`config.mk`:
```
export PLATFORM = sky130hd
export DESIGN_NAME = cyrillic_layout_to_qwerty_stream_unit
export DESIGN_NICKNAME = d
export VERILOG_FILES = /design/src/rtl/jqc_pkg.sv /design/src/rtl/jqc_step.sv /design/src/rtl/cyrillic_layout_to_qwerty_stream_unit.sv
export SDC_FILE = /design/constraint.sdc
export NUM_CORES = 1
export LEC_CHECK = 0
export ABC_AREA = 0
export BUFFER_PORTS_ARGS = -buffer_cell sky130_fd_sc_hd__buf_2
export CAP_MARGIN = 40
export CORE_ASPECT_RATIO = 0.5
export CORE_UTILIZATION = 55
export DETAILED_ROUTE_END_ITERATION = 12
export PLACE_DENSITY_LB_ADDON = 0.12
export SYNTH_ARGS = -nofsm -noshare
export SYNTH_HDL_FRONTEND = slang
export SYNTH_SLANG_ARGS = --single-unit
```
`constraint.sdc`:
```
create_clock -name clock -period 5.75 [get_ports clock]
set_input_delay 1.15 -clock clock [delete_from_list [all_inputs] [get_ports clock]]
set_output_delay 1.15 -clock clock [all_outputs]
set_load 0.01 [all_outputs]
```
`src/rtl/jqc_pkg.sv`:
```
// Shared types, constants and keyboard lookup functions for the layout converter.
package jqc_pkg;

   localparam logic [7:0] MAX_CHARS_RESET = 8'd99;

   localparam logic [7:0] CHAR_TILDE    = 8'h7E;
   localparam logic [7:0] CHAR_BACKTICK = 8'h60;

   localparam logic [7:0] LEAD_D0 = 8'hD0;
   localparam logic [7:0] LEAD_D1 = 8'hD1;

   // Key characters, first character in the top byte.
   localparam logic [255:0] LOWER_KEYS = "f,dult;pbqrkvyjghcnea[wxio]sm'.z";
   localparam logic [255:0] UPPER_KEYS = "F<DULT:PBQRKVYJGHCNEA{WXIO}SM\">Z";

   typedef struct packed {
      logic [7:0] in_byte;
      logic       in_last;
   } req_type;

   typedef struct packed {
      logic [7:0] out_char;
      logic       out_valid;
      logic       out_last;
   } rsp_type;

   typedef struct packed {
      logic [7:0] lead_byte;
      logic [2:0] seq_length;
      logic [2:0] bytes_seen;
      logic [7:0] out_count;
      logic       stopped;
   } state_type;

   function automatic logic [2:0] seq_len_of(input logic [7:0] c);
      logic [2:0] len;
      len = 3'd1;
      if (c[7] == 1'b0) begin
         len = 3'd1;
      end else if (c[7:5] == 3'b110) begin
         len = 3'd2;
      end else if (c[7:4] == 4'b1110) begin
         len = 3'd3;
      end else if (c[7:3] == 5'b11110) begin
         len = 3'd4;
      end
      return len;
   endfunction

   function automatic logic [7:0] key_lower(input logic [4:0] idx);
      return LOWER_KEYS[8'd255 - {idx, 3'b000} -: 8];
   endfunction

   function automatic logic [7:0] key_upper(input logic [4:0] idx);
      return UPPER_KEYS[8'd255 - {idx, 3'b000} -: 8];
   endfunction

   function automatic logic [7:0] map_pair(input logic [7:0] a, input logic [7:0] b);
      logic [7:0] ch;
      logic [7:0] off;
      ch  = a;
      off = b - 8'h90;
      if (a == LEAD_D0) begin
         if (b inside {[8'h90:8'hAF]}) begin
            ch = key_upper(off[4:0]);
         end else if (b inside {[8'hB0:8'hBF]}) begin
            ch = key_lower({1'b0, b[3:0]});
         end else if (b == 8'h81) begin
            ch = CHAR_TILDE;
         end
      end else if (a == LEAD_D1) begin
         if (b inside {[8'h80:8'h8F]}) begin
            ch = key_lower({1'b1, b[3:0]});
         end else if (b == 8'h91) begin
            ch = CHAR_BACKTICK;
         end
      end
      return ch;
   endfunction

endpackage

```
`src/rtl/jqc_step.sv`:
```
// Per-byte decode step: sequence gathering, letter lookup and character limit.
module jqc_step (
   input  jqc_pkg::state_type state_cur,
   input  jqc_pkg::req_type   item,
   input  logic [7:0]         max_chars,
   output jqc_pkg::state_type state_next,
   output jqc_pkg::rsp_type   rsp,
   output logic               has_rsp
);
   import jqc_pkg::*;

   logic [2:0] seen_inc;
   logic [2:0] len;
   logic       have;
   logic [7:0] ch;
   logic [7:0] count_inc;

   assign seen_inc = state_cur.bytes_seen + 3'd1;
   assign len      = seq_len_of(item.in_byte);

   always_comb begin
      state_next = state_cur;
      have       = 1'b0;
      ch         = 8'h00;
      if (state_cur.seq_length != 3'd0) begin
         state_next.bytes_seen = seen_inc;
         if (seen_inc >= state_cur.seq_length) begin
            ch = (state_cur.seq_length == 3'd2) ? map_pair(state_cur.lead_byte, item.in_byte)
                                                : state_cur.lead_byte;
            have                  = 1'b1;
            state_next.seq_length = 3'd0;
            state_next.bytes_seen = 3'd0;
         end else if (item.in_last) begin
            ch                    = state_cur.lead_byte;
            have                  = 1'b1;
            state_next.seq_length = 3'd0;
            state_next.bytes_seen = 3'd0;
         end
      end else if (!state_cur.stopped && state_cur.out_count < max_chars) begin
         if (len == 3'd1 || item.in_last) begin
            ch   = item.in_byte;
            have = 1'b1;
         end else begin
            state_next.lead_byte  = item.in_byte;
            state_next.seq_length = len;
            state_next.bytes_seen = 3'd1;
         end
      end

      count_inc = (state_cur.out_count == 8'hFF) ? state_cur.out_count
                                                 : state_cur.out_count + 8'd1;
      if (have) begin
         state_next.out_count = count_inc;
         if (count_inc >= max_chars) begin
            state_next.stopped = 1'b1;
         end
      end

      if (item.in_last) begin
         state_next = '0;
      end

      rsp.out_char  = have ? ch : 8'h00;
      rsp.out_valid = have;
      rsp.out_last  = item.in_last;
      has_rsp       = have | item.in_last;
   end

endmodule

```
`src/rtl/cyrillic_layout_to_qwerty_stream_unit.sv`:
```
// Top level: Russian-layout UTF-8 byte stream to QWERTY key characters.
//
// Bytes of a UTF-8 string enter on req_ (valid/ready), in_last marking the
// final byte. Each two-byte Russian letter becomes the QWERTY character on
// the same key; ASCII passes through; other multi-byte sequences give their
// lead byte. At most max_chars characters per string (csr_ write, reset 99).
// Results leave on rsp_ (valid/ready): one per completed character and
// always one on the last byte of a string.
// An accepted byte is held in the input register, where the decode step and
// letter lookup run, and its item passes through the result register onto rsp_.
// One byte per cycle is sustained while rsp_ is not stalled.
// When rsp_ stalls, bytes that give no item still drain; a byte that gives
// an item waits in the input register, and req_ready drops once both the
// input and result registers are full.
// Synchronous reset clears the string state and the valid flags of both
// registers and sets max_chars to 99; no clearing pass is needed.
module cyrillic_layout_to_qwerty_stream_unit (
   input  logic             clock,
   input  logic             reset,
   input  logic             req_valid,
   output logic             req_ready,
   input  jqc_pkg::req_type req_data,
   output logic             rsp_valid,
   input  logic             rsp_ready,
   output jqc_pkg::rsp_type rsp_data,
   input  logic             csr_wr_en,
   input  logic [7:0]       csr_wr_data
);
   import jqc_pkg::*;

   req_type    req_ff;
   logic       req_valid_ff, req_valid_in;
   state_type  state_ff, state_in;
   rsp_type    rsp_ff, rsp_in;
   logic       rsp_valid_ff, rsp_valid_in;
   logic [7:0] max_chars_ff, max_chars_in;

   state_type  step_state;
   rsp_type    step_rsp;
   logic       step_has_rsp;
   logic       out_free;
   logic       fire;

   jqc_step u_step (
      .state_cur  (state_ff),
      .item       (req_ff),
      .max_chars  (max_chars_ff),
      .state_next (step_state),
      .rsp        (step_rsp),
      .has_rsp    (step_has_rsp)
   );

   assign out_free  = !rsp_valid_ff || rsp_ready;
   assign fire      = req_valid_ff && (!step_has_rsp || out_free);
   assign req_ready = !req_valid_ff || fire;
   assign rsp_valid = rsp_valid_ff;
   assign rsp_data  = rsp_ff;

   always_comb begin
      req_valid_in = req_valid_ff;
      if (req_ready) begin
         req_valid_in = req_valid;
      end
      state_in     = fire ? step_state : state_ff;
      rsp_in       = rsp_ff;
      rsp_valid_in = rsp_valid_ff;
      if (fire && step_has_rsp) begin
         rsp_in       = step_rsp;
         rsp_valid_in = 1'b1;
      end else if (rsp_ready) begin
         rsp_valid_in = 1'b0;
      end
      max_chars_in = csr_wr_en ? csr_wr_data : max_chars_ff;
   end

   always_ff @(posedge clock) begin
      if (reset) begin
         req_valid_ff <= 1'b0;
         rsp_valid_ff <= 1'b0;
         state_ff     <= '0;
         max_chars_ff <= MAX_CHARS_RESET;
      end else begin
         req_valid_ff <= req_valid_in;
         rsp_valid_ff <= rsp_valid_in;
         state_ff     <= state_in;
         max_chars_ff <= max_chars_in;
      end
   end

   always_ff @(posedge clock) begin
      if (req_valid && req_ready) begin
         req_ff <= req_data;
      end
      rsp_ff <= rsp_in;
   end

   a_last_clears : assert property (@(posedge clock) disable iff (reset)
      (fire && req_ff.in_last) |=> (state_ff.seq_length == 3'd0 && state_ff.out_count == 8'd0))
      else $error("string state not cleared after last byte");

   a_seen_bound : assert property (@(posedge clock) disable iff (reset)
      (state_ff.seq_length != 3'd0) |->
         (state_ff.bytes_seen != 3'd0 && state_ff.bytes_seen < state_ff.seq_length))
      else $error("pending sequence byte count out of range");

   a_empty_is_last : assert property (@(posedge clock) disable iff (reset)
      (rsp_valid_ff && !rsp_ff.out_valid) |-> rsp_ff.out_last)
      else $error("item without a character that does not close the string");

   a_no_drop : assert property (@(posedge clock) disable iff (reset)
      (rsp_valid_ff && !rsp_ready) |=> (rsp_valid_ff && $stable(rsp_ff)))
      else $error("pending item overwritten while stalled");

endmodule
```
==> flow_metrics.py <==
metrics = {
    "status": {
        "outcome": "completed",
    },
    "placed_design": {
        "port_buffers": 33,
        "dp_hpwl_mm": 7.00,
        "place_ws_ps": 2290,
        "routabilityCongestion": 0.923,
        "post_dp_cell_area_um2": 3910,
    },
    "floorplanning": {
        "ioPinCount": 34,
        "dieHeight_um": 60.1,
        "die_width_um": 118,
        "fp-row-count": 20,
        "core_um2": 6280,
        "die_area_um2": 7110,
        "initial_core_util_pct": 59.2,
    },
    "routing": {
        "via_count": 3545,
        "drc": 0,
        "vias_per_cell": 6.50,
        "drtIter0Drc": 346,
        "routed_wl_mm": 9.87,
        "drt.antenna.violating_nets": 0,
        "first_pass_iters": 7,
        "wl_per_cell_um": 18.1,
    },
    "setup_path": {
        "path_delay_family": "compound AO/OA/AOI/OAI gates",
        "timing.rr.start": "req_ff[2]",
        "crit_start": "req_ff[5]",
        "worstSetupPathType": "reg -> out",
        "required_ps": 4600,
        "crit_chain": "nand2_1, o21bai_1, o21ai_1, o21ai_1, nand3_1, buf_2",
        "crit_arrival_ps": 2750,
        "startpoint_type": "register",
        "cp_slowest_cell": "edfxtp_1",
        "cp_common_cell": "o21ai_1",
        "rrSetupSlack_ps": 2670,
        "crit_path_end_kind": "primary output",
        "max_stage_delay_ps": 820,
        "path_buf_inv": 1,
        "crit_fanout": 22,
    },
    "worst_hold_path": {
        "hold_start": "state_ff[10]",
        "hp-class": "reg -> reg",
    },
    "synth": {
        "syn_avg_cell_area_um2": 8.45,
        "seq_area_frac_synth_pct": 33.1,
        "yosys.area.top_type": "dfxtp_1",
        "synth_top_area_share_pct": 17.8,
        "synth_area_leaders": "dfxtp_1 (18%), edfxtp_1 (15%), ha_1 (9.4%), nand2_1 (4.6%), mux2i_1 (4.6%)",
        "synthArstFlopShare_pct": 0,
        "synth_area_um2": 3720,
        "synth-seq-cells": 52,
        "synthesis.nets": 490,
        "netlist_instances": 440,
        "synth_warnings": 0,
        "ys_types": 63,
        "synth_edf_count": 19,
        "ys.flop_type": "dfxtp_1",
    },
    "sta": {
        "slew_headroom_pct": 43.6,
        "setup_viol": 0,
        "max_clock_freq_mhz": 256,
        "rsz0062_at_grt": "no",
        "setup_tns_ps": 0,
        "worst_slack_ps": 1850,
        "max_slew.worst_pin.slew_ps": 840,
        "finalClockSkew_ps": 6.57,
        "hold_viol": 0,
        "post-route-period-util_pct": 67.8,
        "min_period_ps": 3900,
        "slew_viol_final": 0,
    },
    "layout": {
        "drive_above_1_share_pct": 11.8,
        "layout_commonest_cell": "nand2_1",
        "finalInstanceArea_um2": 4070,
        "final_cell_mix": "nand2_1 (46), a21oi_1 (33), buf_2 (33), dfxtp_1 (33), nor2_1 (31)",
        "nets": 506,
        "area_growth_pct": 9.49,
        "n_antenna_cell": 0,
        "fillers": 558,
    },
    "power_and_ir_drop": {
        "p_seq_share_pct": 47.6,
        "peakVddDrop_v": 0.000111,
        "p_comb_share_pct": 15.7,
        "p_int_w": 0.000637,
        "pwr-share-clk_pct": 36.7,
        "p_sw_w": 0.000246,
        "p_per_area_nw_per_um2": 217,
        "p_leak_nw": 1.67,
        "finalPower_w": 0.000883,
        "swShare_pct": 27.9,
    },
    "clock_network": {
        "cts_root_buf": "clkbuf_16",
        "numCtsBuffers": 5,
        "clock_sinks": 52,
        "ctsHoldBuffers": 0,
        "clockBufferDepth": 2,
        "htreeDepth": 2,
        "cts_resized": 0,
        "clk_pin_slew_ps": 70,
        "clk_latency_ps": 300,
        "tritoncts": "built",
        "cts_setup_buffers": 0,
    },
    "global_routing": {
        "grt_pass1_wl_mm": 16.3,
        "grtUsageTotal_pct": 29.2,
        "grt_max_degree": 40,
        "antenna_found_initial": 0,
        "grt_pass1_vias": 3319,
        "grt_remaining_overflow": 0,
    },
    "run": {
        "cap_viol_max_count": 0,
    },
}
worst paths after layout:
check,cells past startpoint,to
setup / recovery,6,req_ready
hold / removal,2,state_ff[10]
setup reg to reg,6,rsp_data[7]
hold reg to reg,2,state_ff[10]
worst reg2reg max path: cells and delay by family, from the launching register on:
kind / cells / cell delay [ps]
AND/OR/NAND/NOR: 1 / 130
adder cells (fa/ha/maj): 1 / 430
buffers and inverters: 1 / 210
AO/OA/AOI/OAI: 3 / 1350
flip-flops: 1 / 720
state kept, by name, indices dropped and copies added (netlist names):
signal / flops
max_chars_ff: 8
rsp_valid: 1
req_valid_ff: 1
req_ff: 9
state_ff: 23
rsp_data: 10
cells in the mapped netlist (3+ instances only):
| cell type | count |
|---|---|
| nand2_1 | 46 |
| a21oi_1 | 33 |
| dfxtp_1 | 33 |
| nor2_1 | 31 |
| ha_1 | 28 |
| clkbuf_1 | 20 |
| edfxtp_1 | 19 |
| inv_1 | 18 |
| mux2i_1 | 17 |
| nand3_1 | 15 |
| a211oi_1 | 12 |
| nand4_1 | 12 |
| nor3_1 | 12 |
| o21ai_1 | 12 |
| nor2b_1 | 9 |
| nand2b_1 | 8 |
| a31oi_1 | 7 |
| o21ai_0 | 7 |
| a21o_1 | 6 |
| a41o_1 | 6 |
| a211o_1 | 5 |
| buf_1 | 5 |
| nor4_1 | 5 |
| o211ai_1 | 5 |
| o31ai_1 | 5 |
| o21a_1 | 4 |
| o22ai_1 | 4 |
| and2_1 | 3 |
| o221ai_1 | 3 |
| xnor2_1 | 3 |
power by group through the flow:
stage	clock, W	sequential (W)	combinational (W)
after global routing	0.000342	0.000422	0.000153
final	0.000324	0.000420	0.000139
after global placement	0	0.000426	0.000130
after floorplan	0	0.000416	0.000103
after detailed placement	0	0.000427	0.000135
after CTS	0.000327	0.000419	0.000136
per-layer routing:
metal  wire (µm)  up-vias  GRT usage [%]
met3         755       16           6.49
met4         150        0           9.34
met5           0        -              0
li1            -     1694              -
met1        4480     1685           38.2
met2        4480      150           48.9
metrics by stage:
stage / std cells / util (%) / hold slack (ps)
floorplan: 440 / - / 424
CTS: 545 / 64.8 / 478
finish: 545 / 64.8 / 478
global placement: 535 / 62.0 / 456
detailed placement: 537 / 62.3 / 468
global route: 545 / 64.8 / 515
cell families after synthesis:
family / Yosys count / share of synthesized area [%]
muxes: 20 / 5.49
xor gates and xnor gates: 4 / 0.943
and+or+nand+nor: 158 / 21.9
adders and majority gates: 28 / 9.43
DFF: 52 / 33.1
AOI/OAI and AO/OA: 131 / 24.3
buffers and inverters: 47 / 4.81
layout make-up:
class	count	area (µm²)	area share, %
multi-input cells	341	2310	56.7
flip-flops and latches	52	1230	30.3
repair buffers	36	188	4.61
clock buffers	7	154	3.78
well taps	88	110	2.71
inverters	20	75.1	1.85
clock inverters	1	5.00	0.123
(Power assumes the default switching activity.)
